===== src/assert_macros.svh =====
// ----------------------------------------------------------------------------
// Assertion macros
// Concurrent checks on clk, disabled while rst is high; empty under synthesis.
// ----------------------------------------------------------------------------
`ifndef ASSERT_MACROS_SVH
`define ASSERT_MACROS_SVH
`ifndef SYNTHESIS
`define CHK_NEVER(lbl, cond, msg) \
  lbl: assert property (@(posedge clk) disable iff (rst) !(cond)) else $error(msg);
`define CHK_IMPLY(lbl, ante, cons, msg) \
  lbl: assert property (@(posedge clk) disable iff (rst) (ante) |-> (cons)) else $error(msg);
`else
`define CHK_NEVER(lbl, cond, msg)
`define CHK_IMPLY(lbl, ante, cons, msg)
`endif
`endif


===== src/lfpsa_pkg.sv =====
// ----------------------------------------------------------------------------
// lfpsa_pkg
// Shared types and constants of the range sensor frame parser.
// ----------------------------------------------------------------------------
`timescale 1ns / 1ps

package lfpsa_pkg;

  localparam int POINTS_DEFAULT = 16;
  localparam int RING_DEFAULT   = 64;

  // distance accumulator wide enough for up to 32 points of 16 bits
  localparam int DIST_W  = 21;
  localparam int WORD_W  = 16;
  localparam int MID_W   = 17;
  localparam int SLOT_W  = 6;
  localparam int IDX_W   = 3;

  localparam logic [MID_W:0] FULL_TURN = 18'd36000;
  localparam logic [MID_W:0] TWO_TURNS = 18'd72000;

  localparam int QUEUE_DEPTH = 2;

  // register indexes
  localparam logic [IDX_W-1:0] REG_HEADER_FIRST  = 3'd0;
  localparam logic [IDX_W-1:0] REG_HEADER_SECOND = 3'd1;
  localparam logic [IDX_W-1:0] REG_LENGTH_BYTE   = 3'd2;
  localparam logic [IDX_W-1:0] REG_SECTOR_LOW    = 3'd3;
  localparam logic [IDX_W-1:0] REG_SECTOR_HIGH   = 3'd4;

  localparam logic [7:0]        RST_HEADER_FIRST  = 8'd165;
  localparam logic [7:0]        RST_HEADER_SECOND = 8'd90;
  localparam logic [7:0]        RST_LENGTH_BYTE   = 8'd58;
  localparam logic [WORD_W-1:0] RST_SECTOR_LOW    = 16'd5000;
  localparam logic [WORD_W-1:0] RST_SECTOR_HIGH   = 16'd31000;

  typedef struct packed {
    logic [7:0]        header_first;
    logic [7:0]        header_second;
    logic [7:0]        length_byte;
    logic [WORD_W-1:0] sector_low;
    logic [WORD_W-1:0] sector_high;
  } cfg_t;

  // one parsed frame, handed from the front to the back
  typedef struct packed {
    logic              good;
    logic [WORD_W-1:0] speed;
    logic [WORD_W-1:0] sweep_start;
    logic [WORD_W-1:0] end_angle;
    logic [MID_W-1:0]  mid_angle;
    logic [DIST_W-1:0] dist_total;
  } frame_rec_t;

  typedef struct packed {
    logic              status;
    logic [WORD_W-1:0] speed;
    logic [WORD_W-1:0] sweep_start;
    logic [WORD_W-1:0] end_angle;
    logic [MID_W-1:0]  mid_angle;
    logic [WORD_W-1:0] mean_distance;
    logic              in_front;
    logic [SLOT_W-1:0] slot;
  } result_t;

endpackage


===== src/lfpsa_front.sv =====
// ----------------------------------------------------------------------------
// lfpsa_front
// Byte hunter: checks header, captures words, sums distances and checksum.
// ----------------------------------------------------------------------------
`timescale 1ns / 1ps

module lfpsa_front #(
  parameter int POINTS_PER_FRAME = lfpsa_pkg::POINTS_DEFAULT
) (
  input  logic                  clk,
  input  logic                  rst,
  input  lfpsa_pkg::cfg_t       cfg,
  input  logic                  in_valid,
  output logic                  in_ready,
  input  logic [7:0]            in_byte,
  input  logic                  q_full,
  output logic                  push,
  output lfpsa_pkg::frame_rec_t rec
);
  import lfpsa_pkg::*;

  localparam int PH_END_HI = 7 + 3 * POINTS_PER_FRAME;
  localparam int PH_CHECK  = PH_END_HI + 2;
  localparam int PH_W      = $clog2(PH_CHECK + 1);

  localparam logic [PH_W-1:0] PH_HDR1    = PH_W'(0);
  localparam logic [PH_W-1:0] PH_HDR2    = PH_W'(1);
  localparam logic [PH_W-1:0] PH_LEN     = PH_W'(2);
  localparam logic [PH_W-1:0] PH_SPD_HI  = PH_W'(3);
  localparam logic [PH_W-1:0] PH_SPD_LO  = PH_W'(4);
  localparam logic [PH_W-1:0] PH_STA_HI  = PH_W'(5);
  localparam logic [PH_W-1:0] PH_STA_LO  = PH_W'(6);
  localparam logic [PH_W-1:0] PH_ENDH    = PH_W'(PH_END_HI);
  localparam logic [PH_W-1:0] PH_CHK     = PH_W'(PH_CHECK);

  localparam logic [1:0] K_HIGH     = 2'd0;
  localparam logic [1:0] K_LOW      = 2'd1;
  localparam logic [1:0] K_STRENGTH = 2'd2;

  logic [PH_W-1:0]   phase, phase_next;
  logic [7:0]        run_sum, run_sum_next;
  logic [WORD_W-1:0] speed_word, speed_word_next;
  logic [WORD_W-1:0] start_word, start_word_next;
  logic [WORD_W-1:0] end_word, end_word_next;
  logic [7:0]        hold, hold_next;
  logic [DIST_W-1:0] dist_acc, dist_acc_next;
  logic [1:0]        kpos, kpos_next;
  logic              accept;
  logic [MID_W:0]    end_ext;
  logic [MID_W:0]    mid_sum;
  logic [MID_W:0]    mid_wrap;

  assign in_ready = !((phase == PH_CHK) && q_full);
  assign accept   = in_valid && in_ready;
  assign push     = accept && (phase == PH_CHK);

  // mid angle from the registered words
  always_comb begin
    end_ext  = (start_word > end_word) ? ({2'b00, end_word} + FULL_TURN) : {2'b00, end_word};
    mid_sum  = {2'b00, start_word} + end_ext;
    mid_wrap = (mid_sum >= TWO_TURNS) ? (mid_sum - TWO_TURNS) : mid_sum;
  end

  always_comb begin
    rec.good        = (run_sum == in_byte);
    rec.speed       = speed_word;
    rec.sweep_start = start_word;
    rec.end_angle   = end_word;
    rec.mid_angle   = mid_wrap[MID_W-1:0];
    rec.dist_total  = dist_acc;
  end

  always_comb begin
    phase_next      = phase + PH_W'(1);
    run_sum_next    = run_sum + in_byte;
    speed_word_next = speed_word;
    start_word_next = start_word;
    end_word_next   = end_word;
    hold_next       = hold;
    dist_acc_next   = dist_acc;
    kpos_next       = kpos;
    if (phase == PH_CHK) begin
      phase_next   = PH_HDR1;
      run_sum_next = '0;
    end else if (phase == PH_HDR1) begin
      if (in_byte != cfg.header_first) begin
        phase_next   = PH_HDR1;
        run_sum_next = '0;
      end else begin
        dist_acc_next = '0;
      end
    end else if (phase == PH_HDR2) begin
      if (in_byte != cfg.header_second) begin
        phase_next   = PH_HDR1;
        run_sum_next = '0;
      end
    end else if (phase == PH_LEN) begin
      if (in_byte != cfg.length_byte) begin
        phase_next   = PH_HDR1;
        run_sum_next = '0;
      end
    end else if (phase == PH_SPD_HI) begin
      speed_word_next = {in_byte, speed_word[7:0]};
    end else if (phase == PH_SPD_LO) begin
      speed_word_next = {speed_word[15:8], in_byte};
    end else if (phase == PH_STA_HI) begin
      start_word_next = {in_byte, start_word[7:0]};
    end else if (phase == PH_STA_LO) begin
      start_word_next = {start_word[15:8], in_byte};
      kpos_next       = K_HIGH;
    end else if (phase < PH_ENDH) begin
      case (kpos)
        K_HIGH:  hold_next = in_byte;
        K_LOW:   dist_acc_next = dist_acc + DIST_W'({hold, in_byte});
        default: ;
      endcase
      kpos_next = (kpos == K_STRENGTH) ? K_HIGH : kpos + 2'd1;
    end else if (phase == PH_ENDH) begin
      hold_next = in_byte;
    end else begin
      end_word_next = {hold, in_byte};
    end
  end

  always_ff @(posedge clk) begin
    if (rst) begin
      phase      <= PH_HDR1;
      run_sum    <= '0;
      speed_word <= '0;
      start_word <= '0;
      end_word   <= '0;
      hold       <= '0;
      dist_acc   <= '0;
      kpos       <= K_HIGH;
    end else if (accept) begin
      phase      <= phase_next;
      run_sum    <= run_sum_next;
      speed_word <= speed_word_next;
      start_word <= start_word_next;
      end_word   <= end_word_next;
      hold       <= hold_next;
      dist_acc   <= dist_acc_next;
      kpos       <= kpos_next;
    end
  end

endmodule


===== src/lfpsa_queue.sv =====
// ----------------------------------------------------------------------------
// lfpsa_queue
// Two-entry frame queue between the byte front and the result back.
// ----------------------------------------------------------------------------
`timescale 1ns / 1ps

module lfpsa_queue (
  input  logic                  clk,
  input  logic                  rst,
  input  logic                  push,
  input  lfpsa_pkg::frame_rec_t push_rec,
  output logic                  full,
  input  logic                  pop,
  output logic                  not_empty,
  output lfpsa_pkg::frame_rec_t head
);
  import lfpsa_pkg::*;

  localparam int PTR_W = $clog2(QUEUE_DEPTH);

  frame_rec_t       entry [QUEUE_DEPTH];
  logic [PTR_W-1:0] wr_ptr;
  logic [PTR_W-1:0] rd_ptr;
  logic [PTR_W:0]   count;

  assign full      = (count == (PTR_W + 1)'(QUEUE_DEPTH));
  assign not_empty = (count != '0);
  assign head      = entry[rd_ptr];

  always_ff @(posedge clk) begin
    if (push) begin
      entry[wr_ptr] <= push_rec;
    end
  end

  always_ff @(posedge clk) begin
    if (rst) begin
      wr_ptr <= '0;
      rd_ptr <= '0;
      count  <= '0;
    end else begin
      if (push) begin
        wr_ptr <= wr_ptr + PTR_W'(1);
      end
      if (pop) begin
        rd_ptr <= rd_ptr + PTR_W'(1);
      end
      case ({push, pop})
        2'b10:   count <= count + (PTR_W + 1)'(1);
        2'b01:   count <= count - (PTR_W + 1)'(1);
        default: ;
      endcase
    end
  end

endmodule


===== src/lfpsa_back.sv =====
// ----------------------------------------------------------------------------
// lfpsa_back
// Result stages: sector test, ring slot, mean distance, output register.
// ----------------------------------------------------------------------------
`timescale 1ns / 1ps

module lfpsa_back #(
  parameter int POINTS_PER_FRAME = lfpsa_pkg::POINTS_DEFAULT,
  parameter int RING_DEPTH       = lfpsa_pkg::RING_DEFAULT
) (
  input  logic                  clk,
  input  logic                  rst,
  input  lfpsa_pkg::cfg_t       cfg,
  input  logic                  rec_valid,
  input  lfpsa_pkg::frame_rec_t rec,
  output logic                  pop,
  output logic                  res_valid,
  input  logic                  res_ready,
  output lfpsa_pkg::result_t    res
);
  import lfpsa_pkg::*;

  // mean = total / points by reciprocal, then one correction step
  localparam int                PROD_W = 2 * DIST_W + 1;
  localparam int                PNT_W  = $clog2(POINTS_PER_FRAME + 1);
  localparam logic [DIST_W:0]   RECIP  = (DIST_W + 1)'((1 << DIST_W) / POINTS_PER_FRAME);
  localparam logic [PNT_W-1:0]  PNT    = PNT_W'(POINTS_PER_FRAME);
  localparam logic [SLOT_W:0]   RING_END = (SLOT_W + 1)'(RING_DEPTH);

  logic              a_valid;
  logic              a_ready;
  logic              a_good;
  logic [WORD_W-1:0] a_speed;
  logic [WORD_W-1:0] a_start;
  logic [WORD_W-1:0] a_end;
  logic [MID_W-1:0]  a_mid;
  logic              a_front;
  logic [SLOT_W-1:0] a_slot;
  logic [DIST_W-1:0] a_dist;
  logic [PROD_W-1:0] a_prod;

  logic [SLOT_W-1:0] ring_index;
  logic [SLOT_W:0]   ring_inc;
  logic              front_c;
  logic [DIST_W-1:0] dist_c;

  logic              b_load;
  logic [WORD_W-1:0] q0;
  logic [WORD_W+PNT_W-1:0] q0_mul;
  logic [DIST_W-1:0] rem;
  logic [WORD_W-1:0] mean_c;

  assign a_ready = !a_valid || b_load;
  assign pop     = rec_valid && a_ready;
  assign b_load  = a_valid && (!res_valid || res_ready);

  always_comb begin
    front_c  = rec.good && ((rec.mid_angle > {cfg.sector_high, 1'b0}) ||
                            (rec.mid_angle < {cfg.sector_low, 1'b0}));
    dist_c   = rec.good ? rec.dist_total : '0;
    ring_inc = {1'b0, ring_index} + (SLOT_W + 1)'(1);
  end

  always_comb begin
    q0     = a_prod[DIST_W +: WORD_W];
    q0_mul = q0 * PNT;
    rem    = a_dist - DIST_W'(q0_mul);
    mean_c = (rem >= DIST_W'(PNT)) ? (q0 + WORD_W'(1)) : q0;
  end

  always_ff @(posedge clk) begin
    if (rst) begin
      a_valid    <= 1'b0;
      ring_index <= '0;
    end else begin
      if (a_ready) begin
        a_valid <= pop;
      end
      // advance the ring only for good frames in the front sector
      if (pop && front_c) begin
        ring_index <= (ring_inc >= RING_END) ? '0 : ring_inc[SLOT_W-1:0];
      end
    end
  end

  always_ff @(posedge clk) begin
    if (pop) begin
      a_good  <= rec.good;
      a_speed <= rec.good ? rec.speed : '0;
      a_start <= rec.good ? rec.sweep_start : '0;
      a_end   <= rec.good ? rec.end_angle : '0;
      a_mid   <= rec.good ? rec.mid_angle : '0;
      a_front <= front_c;
      a_slot  <= ring_index;
      a_dist  <= dist_c;
      a_prod  <= PROD_W'(dist_c * RECIP);
    end
  end

  always_ff @(posedge clk) begin
    if (rst) begin
      res_valid <= 1'b0;
    end else if (b_load) begin
      res_valid <= 1'b1;
    end else if (res_ready) begin
      res_valid <= 1'b0;
    end
  end

  always_ff @(posedge clk) begin
    if (b_load) begin
      res.status        <= !a_good;
      res.speed         <= a_speed;
      res.sweep_start   <= a_start;
      res.end_angle     <= a_end;
      res.mid_angle     <= a_mid;
      res.mean_distance <= mean_c;
      res.in_front      <= a_front;
      res.slot          <= a_slot;
    end
  end

endmodule


===== src/lidar_frame_parser_sector_average.sv =====
// ----------------------------------------------------------------------------
// lidar_frame_parser_sector_average
// Frame parser for a scanning range sensor with sector flag and mean distance.
// ----------------------------------------------------------------------------
//  channel  direction  handshake          payload
//  s_*      in         tvalid / tready    one received byte
//  m_*      out        tvalid / tready    one result per checksum byte
//  cfg_*    in         valid / ready      register index and write data
//
//  One byte is taken per cycle; only a checksum byte can stall, when the
//  two-entry frame queue is full.
//  A result follows its checksum byte through the queue, the sector and
//  multiply stage, then the correction stage that feeds the output register.
//  Reset is synchronous; no clearing pass is needed. cfg_ready is always high.
// ----------------------------------------------------------------------------
`timescale 1ns / 1ps
`include "assert_macros.svh"

module lidar_frame_parser_sector_average #(
  parameter int POINTS_PER_FRAME = lfpsa_pkg::POINTS_DEFAULT,
  parameter int RING_DEPTH       = lfpsa_pkg::RING_DEFAULT
) (
  input  logic                        clk,
  input  logic                        rst,
  input  logic                        s_tvalid,
  output logic                        s_tready,
  input  logic [7:0]                  s_tdata,    // rx_byte
  output logic                        m_tvalid,
  input  logic                        m_tready,
  // speed, sweep_start, end_angle, mid_angle, mean_distance, in_front, slot
  output logic [87:0]                 m_tdata,
  output logic                        m_tuser,    // status
  input  logic                        cfg_valid,
  output logic                        cfg_ready,
  input  logic [lfpsa_pkg::IDX_W-1:0] cfg_index,
  input  logic [15:0]                 cfg_data
);
  import lfpsa_pkg::*;

  cfg_t       cfg;
  logic       q_push;
  logic       q_full;
  logic       q_pop;
  logic       q_not_empty;
  frame_rec_t push_rec;
  frame_rec_t head_rec;
  result_t    res;

  assign cfg_ready = 1'b1;

  always_ff @(posedge clk) begin
    if (rst) begin
      cfg.header_first  <= RST_HEADER_FIRST;
      cfg.header_second <= RST_HEADER_SECOND;
      cfg.length_byte   <= RST_LENGTH_BYTE;
      cfg.sector_low    <= RST_SECTOR_LOW;
      cfg.sector_high   <= RST_SECTOR_HIGH;
    end else if (cfg_valid && cfg_ready) begin
      unique case (cfg_index)
        REG_HEADER_FIRST:  cfg.header_first  <= cfg_data[7:0];
        REG_HEADER_SECOND: cfg.header_second <= cfg_data[7:0];
        REG_LENGTH_BYTE:   cfg.length_byte   <= cfg_data[7:0];
        REG_SECTOR_LOW:    cfg.sector_low    <= cfg_data;
        REG_SECTOR_HIGH:   cfg.sector_high   <= cfg_data;
        default: ;
      endcase
    end
  end

  lfpsa_front #(
    .POINTS_PER_FRAME(POINTS_PER_FRAME)
  ) u_front (
    .clk     (clk),
    .rst     (rst),
    .cfg     (cfg),
    .in_valid(s_tvalid),
    .in_ready(s_tready),
    .in_byte (s_tdata),
    .q_full  (q_full),
    .push    (q_push),
    .rec     (push_rec)
  );

  lfpsa_queue u_queue (
    .clk      (clk),
    .rst      (rst),
    .push     (q_push),
    .push_rec (push_rec),
    .full     (q_full),
    .pop      (q_pop),
    .not_empty(q_not_empty),
    .head     (head_rec)
  );

  lfpsa_back #(
    .POINTS_PER_FRAME(POINTS_PER_FRAME),
    .RING_DEPTH      (RING_DEPTH)
  ) u_back (
    .clk      (clk),
    .rst      (rst),
    .cfg      (cfg),
    .rec_valid(q_not_empty),
    .rec      (head_rec),
    .pop      (q_pop),
    .res_valid(m_tvalid),
    .res_ready(m_tready),
    .res      (res)
  );

  assign m_tuser = res.status;
  assign m_tdata = {res.slot, res.in_front, res.mean_distance, res.mid_angle,
                    res.end_angle, res.sweep_start, res.speed};

  `CHK_NEVER(a_queue_overflow, q_push && q_full && !q_pop, "frame queue overflow")
  `CHK_IMPLY(a_bad_zero, m_tvalid && m_tuser, m_tdata[81:0] == '0, "bad frame fields not zero")
  `CHK_IMPLY(a_slot_range, m_tvalid, m_tdata[87:82] <= SLOT_W'(RING_DEPTH - 1), "slot beyond ring")

endmodule

===== config.mk =====
export PLATFORM = sky130hd
export DESIGN_NAME = lidar_frame_parser_sector_average
export DESIGN_NICKNAME = d
export VERILOG_FILES = /design/src/lfpsa_pkg.sv /design/src/lfpsa_front.sv /design/src/lfpsa_queue.sv /design/src/lfpsa_back.sv /design/src/lidar_frame_parser_sector_average.sv
export VERILOG_INCLUDE_DIRS = /design/src /design/src/src
export SDC_FILE = /design/constraint.sdc
export NUM_CORES = 1
export LEC_CHECK = 0
export CAP_MARGIN = 20
export CORE_ASPECT_RATIO = 0.5
export CORE_MARGIN = 2
export CORE_UTILIZATION = 50
export DETAILED_ROUTE_END_ITERATION = 10
export DONT_BUFFER_PORTS = 1
export GPL_TIMING_DRIVEN = 0
export PLACE_DENSITY_LB_ADDON = 0.2
export SLEW_MARGIN = 20
export SYNTH_ARGS = -nofsm -noshare
export SYNTH_HDL_FRONTEND = slang
export SYNTH_SLANG_ARGS = --single-unit

===== constraint.sdc =====
create_clock -name clk -period 6 [get_ports clk]
set_input_delay 0.3 -clock clk [delete_from_list [all_inputs] [get_ports clk]]
set_output_delay 0.3 -clock clk [all_outputs]
set_load 0.05 [all_outputs]

[Yosys cells after proc, flatten, opt, wreduce, memory -nomap -nowiden]
Memory sizes are Yosys's and may differ from the RTL's. A register that Yosys moved wholly into a read port is not among the register bits.
Cells that the tools add are included.
Cells by class
  $add $sub $neg: 14
  multipliers: 0
  divide/modulo/power cells: 0
  $lt $le $gt $ge: 7
  eq/ne operators: 29
  shift operators: 0
  mux-type cells: 45
  bitwise operators: 10
  reduce and logical (&&, ||, !) cells: 37
Operator list (count)
  21-bit two-way mux: 10
  8-bit two-way mux: 12
  16-bit two-way mux: 3
  6-bit two-way mux: 8
  11-bit AND reduction: 3
  8-bit != test: 3
  21-bit by 16-bit adder with 21-bit output: 1
  21-bit by 5-bit greater-or-equal comparator with 1-bit output, second input constant: 1
  21-bit by 20-bit subtractor with 21-bit output: 1
  16-bit by 18-bit adder with 18-bit output: 1
  6-bit by 3-bit equality test with 1-bit output, second input constant: 3
  18-bit by 17-bit greater-or-equal comparator with 1-bit output, second input constant: 1
  18-bit two-way mux: 1
  9-bit AND reduction: 2
  16-bit by 16-bit adder with 17-bit output, second input constant: 1
  17-bit > comparator: 1
  17-bit < comparator: 1
  17-bit two-way mux: 1
  17-bit subtractor, second input constant: 1
  16-bit by 1-bit adder with 16-bit output, second input constant: 1
  16-bit > comparator: 1
  2-bit nonzero test: 7
  6-bit by 2-bit equality test with 1-bit output, second input constant: 2
  6-bit equality test, second input constant: 2
  31 further kinds: 74
Storage, ports and cells
  register bits: 344
  latch bits: 0
  RAM bits: 174
  bits in read-only memories: 0
  input bits: 32
  output and inout bits: 92
  logic and storage cells: 180
  memories: 1
Memory list
  u_queue.entry: depth 2, bits a word 87, rd ports 1, clocked after Yosys merged registers in 1, write ports 1, RTL line lfpsa_queue.sv:21  | frame_rec_t entry [QUEUE_DEPTH];

[Depth between registers and ports, before layout]
  depth in word-level cells: 10
  depth in mapped cells: 26
  depth with buffers taken out: 25

[Hierarchy]
From an unflattened synthesis, not the netlist that was laid out.
Second synthesis, totals
  cells, all modules: 1816
  area, all modules: 22988.3 µm²
Modules (own cells, without submodules)
  lfpsa_back: instances 1, cells each 472, area each 7413.4 µm², seq. area each 5535.3 µm²
  lfpsa_front: instances 1, cells each 824, area each 6740.2 µm², seq. area each 1861.8 µm²
  lfpsa_queue: instances 1, cells each 293, area each 6508.7 µm², seq. area each 5325.1 µm²
  lidar_frame_parser_sector_average: instances 1, cells each 227, area each 2326.0 µm², seq. area each 1121.1 µm²

[Worst setup path after synthesis]
Ideal clock, no wire load.
  kind: reg-to-reg
  start point: register u_front.phase[1]
  end point: memory u_queue.entry[0][10] in the netlist's numbering, enable pin
  setup time: 0.525 ns
  data arrival time: 5.153 ns
  slack: 0.321 ns
  stages on the path, launching flop included: 7
  path buffers: 0
  cells stage by stage: dfxtp_1 inv_1 ha_1 nor2b_1 nand4b_1 nand4_1 nor2_1
Between the ends
  word-level cells in the longest chain between the ends: 7
Ends and longest elaborated chain
  start: declaration: RTL line lfpsa_front.sv:40  | logic [PH_W-1:0] phase, phase_next;
  start signal: assignment: RTL line lfpsa_front.sv:136  | phase <= phase_next;
  6-bit equality test: RTL line lfpsa_front.sv:53  | assign in_ready = !((phase == PH_CHK) && q_full);
  1-bit logical AND: RTL line lfpsa_front.sv:53
  1-bit zero test: RTL line lfpsa_front.sv:53
  net s_tready: RTL line lidar_frame_parser_sector_average.sv:26  | output logic s_tready,
  1-bit logical AND: RTL line lfpsa_front.sv:54  | assign accept = in_valid && in_ready;
  1-bit logical AND: RTL line lfpsa_front.sv:55  | assign push = accept && (phase == PH_CHK);
  1-bit two-way mux: RTL line lfpsa_queue.sv:31  | if (push) begin
  1-bit two-way mux (not written as such): RTL line lfpsa_queue.sv:32  | entry[wr_ptr] <= push_rec;
  end: declaration: RTL line lfpsa_queue.sv:21
The timed path passes the listed nets, and every way through them passes these cells.

==> summary.txt <==
Synth
  – Most used flip-flop cell after synthesis: edfxtp_1
  – Syn avg cell area: 12.27 sq um
  – Most numerous cell in the Yosys netlist: edfxtp_1
  – Largest area contributor in the synthesized netlist: edfxtp_1
  – Post-synthesis sequential area ratio: 0.6167
  – Largest family of logic cells by synthesized area: simple AND/OR/NAND/NOR gates
  – Compound-cell area share of the yosys netlist: 0.08129
  – Number of synthesized register bits: 507
  – Synth Cell Area: 22060 sq um
  – Post-synth EDFFs: 345
  – Net Count, Synth: 1929
  – XOR/XNOR Fraction of Synth Area: 0.03574
  – Post-synthesis simple-gate area fraction: 0.1134
  – Synth warnings: 0
  – Area contributors post-synth: edfxtp_1 (47%), dfxtp_1 (15%), mux2i_1 (5.8%), ha_1 (5.5%), nor2_1 (3.5%)
  – Mux cell area share after synthesis: 0.06835
  – Adder-cell share of the synthesized area: 0.05775
  – Unique masters post-synth: 74
  – Synth cell count leaders: edfxtp_1 (345), nor2_1 (208), dfxtp_1 (162), nand2_1 (133), mux2i_1 (127)
  – Post-synth ARST share: 0
  – Area share of the largest cell type after synthesis: 0.4697
  – Post-synthesis instance total: 1797

Global routing
  – GRT Util Overall: 0.2137
  – Initial antenna violation count: 0
  – Total global routing overflow: 0
  – Largest net degree at the start of global routing: 70
  – First-pass GRT wire length: 75.63 mm
  – Vias in the first global route: 13150

Placed design
  – Pre-CTS WS: -117.3 ps
  – DP Area: 23140 sq um
  – Placed cells: 2398
  – Port Buffers: 0
  – Global placer's final weighted congestion: 0.8835
  – DP HPWL: 34.86 mm

Timing
  – Fin. max-slew vios: 0
  – Setup TNS: 0 ps
  – Fin crit share: 0.9447
  – Tightest Pin Transition: 1054 ps
  – Final Hold Fails: 0
  – Final Skew: 14.42 ps
  – PnR worst setup slack: 331.8 ps
  – Slew headroom: 0.2973
  – Count of final setup violators: 0
  – RSZ-0062 raised after global routing: false
  – Final hold slack: 49.38 ps
  – Final min period: 5668 ps
  – Fmax: 0.1764 GHz

Hold path
  – Hold Crit Depth: 3
  – Hold Path Class: in2reg

Critical path
  – Worst EP required: 6300 ps
  – Slowest-stage cell, CP: mux2_1
  – CP Max Fanout: 10
  – R2R setup slack: 330 ps
  – CP arrival: 5970 ps
  – CP startpoint kind: register
  – Launch point of the worst reg-to-reg path: u_front.end_word[3]
  – Max stage delay on crit path: 430 ps
  – Worst r2r path cells: 23
  – FF-to-FF End: u_queue.entry[1][28]
  – Setup CP Type: reg2reg
  – Worst path cell trace: inv_1 -> ha_1 -> a21o_1 -> a21oi_1 -> a21oi_1 -> a211o_1 -> a221oi_2 -> a21oi_1 -> clkbuf_2 -> xnor2_1 -> ha_1 -> buf_6 -> and3b_1 -> a2111oi_4 -> xnor2_2 -> ha_1 -> nand3_1 -> or3_1 -> o31ai_4 -> a2111oi_4 -> o2111ai_2 -> o221ai_4 -> mux2_1
  – CP Capture Point: u_queue.entry[1][28]
  – Crit. Startpoint: u_front.end_word[3]
  – Critical path capture point type: register

Power and ir drop
  – Sw frac: 0.2031
  – Combinational share of power: 0.019
  – P_leak: 9.662 nW
  – Flop pwr share: 0.539
  – Maximum vdd drop: 0.2012 mV
  – P_sw: 1.393 mW
  – Pwr dens: 275.0 nW/um^2
  – Internal power: 5.464 mW
  – Clock Power Share: 0.441
  – Tot Pwr: 6.857 mW

Route
  – 1st-iter DRT viols: 921
  – Total Routed Length: 48.97 mm
  – Drt wl/cell: 19.58 um
  – Final ANT Viol Nets: 0
  – Vias: 13700
  – Drt via density: 5.479
  – DR pass1 iterations: 5
  – DR DRC count: 0

CTS
  – H-tree lvl count: 2
  – CTS Buf Count: 46
  – CTS tree: yes
  – Clock root cell: clkbuf_16
  – CTS clk-pin slew, worst paths: 70 ps
  – Largest buffer count on any clock path: 3
  – Total clock sinks: 507
  – Clock latency on the worst-skew pair: 570 ps

Finish
  – Final nets: 2009
  – Synth-to-layout area growth: 13.02%
  – Layout cell share with drive strength beyond 1: 0.07527
  – Fillers: 3563
  – ANT cells: 0
  – Post-layout instance area: 24930 sq um
  – Final core occ: 0.5721
  – Final cell count without fillers: 2501

Outcome
  – Status: finished clean

Floorplan
  – Initial core utilization: 0.5061
  – Row count: 54
  – I/O Pins: 124
  – CORE AREA: 43580 sq um
  – Die height: 152.5 um
  – Die area: 45910 sq um
  – Die X: 301.0 um

Run
  – Max Cap Viol: 0
==> worst min-delay path by stage <==
stage | start | endpoint | slack (ps)
final | cfg_index[1] | cfg[18] | 50
after global routing | s_tdata[0] | u_front.run_sum[0] | 40
after CTS | s_tdata[0] | u_front.run_sum[0] | 30
after detailed placement | u_back.a_end[0] | u_back.res[40] | 400
after global placement | u_back.a_start[12] | u_back.res[68] | 400
after floorplan | u_back.a_slot[0] | u_back.res[0] | 400
==> cell type report <==
cell class / count / area (sq um) / share of cell area
plain buffers: 71 / 286.5 / 0.01149
clock buffers: 58 / 1271 / 0.05099
flip-flops and latches: 507 / 13610 / 0.5458
clock inverters: 26 / 286.5 / 0.01149
multi-input cells: 1139 / 7935 / 0.3183
repair buffers: 32 / 501.7 / 0.02013
well taps: 588 / 735.7 / 0.02951
inverters: 80 / 305.3 / 0.01225
==> placed cells by master (no fill, tap or decap), types with 5 or more instances in the layout <==
cell           netlist  final
ha_1                97     97
a22oi_1             17     17
nor4_1               9      9
nor2b_1             24     23
clkbuf_8             0      5
o21ai_0             34     34
a31oi_1              6      6
clkinv_2             0      8
clkbuf_1            65     69
nand2b_1             8      8
dlygate4sd3_1        0     19
nand2_1            133    133
o31ai_1              6      5
o21bai_1            10     10
o211ai_1            18     18
a21oi_1             87     87
edfxtp_1           345    345
bufinv_16            0      5
nor3_1              18     18
or3_1                5      5
dfxtp_1            162    158
nand3_1             46     46
xor2_1              28     28
and2_1              20     20
nand4_1             29     29
buf_16               0      8
or4_1                6      6
clkbuf_16            0     47
mux2i_1            127    126
o21a_1              10     10
a211oi_1             6      6
clkinv_1             0      7
and3_1              10     10
nor2_1             208    206
inv_1               80     79
a21o_1              26     26
mux2_2              20     20
xnor2_1             62     61
==> kinds of logic after synthesis <==
family / after synthesis
flops: 507
xor+xnor: 90
fa+ha+maj: 100
buf+inv: 151
other cells: 1
compound gates: 261
mux: 148
simple gates: 539
==> power by group through the flow <==
stage | registers [mW] | clock network (mW) | logic, mW
finish | 3.70 | 3.03 | 0.133
global route | 3.70 | 3.22 | 0.143
CTS | 3.70 | 3.07 | 0.132
detailed placement | 3.78 | 0 | 0.114
global placement | 3.78 | 0 | 0.113
floorplan | 3.77 | 0 | 0.0764
==> flip-flops by register name (all words and copies together) (netlist names), 2 cells and up, named ones only <==
register / count
u_front.run_sum: 8
u_front.speed_word: 16
u_front.end_word: 16
u_back.a_start: 16
u_queue.entry: 166
u_back.a_end: 16
cfg: 56
u_front.kpos: 2
u_back.a_mid: 17
u_queue.count: 2
u_front.dist_acc: 21
u_front.phase: 6
u_front.start_word: 16
u_front.hold: 8
u_back.ring_index: 6
u_back.a_slot: 6
u_back.res: 89
u_back.a_speed: 16
u_back.a_dist: 17
==> critical path, delay by kind of cell (launching register included) <==
family                   cells  cell delay [ps]
AO/OA/AOI/OAI               11             2330
AND/OR/NAND/NOR              3              640
flip-flops                   1              380
XOR/XNOR                     2              360
adder cells (fa/ha/maj)      3              860
multiplexers                 1              430
buffers and inverters        3              400
==> layer usage <==
layer | global-route usage | vias to the layer above | routed length, um
met2 | 0.3401 | 306 | 22290
met4 | 0.04667 | 0 | 859
li1 | - | 6660 | -
met3 | 0.03721 | 59 | 2481
met1 | 0.3079 | 6677 | 23340
met5 | 0 | - | 0
==> repair_timing <==
item,4_1_cts,5_1_grt
endpoints found under the hold margin,58,0
buffers inserted,0,0
hold buffers,19,0
endpoints found under the setup margin,16,22
gates resized for setup,2,9
Note: power is estimated with default switching activity, not from simulation.
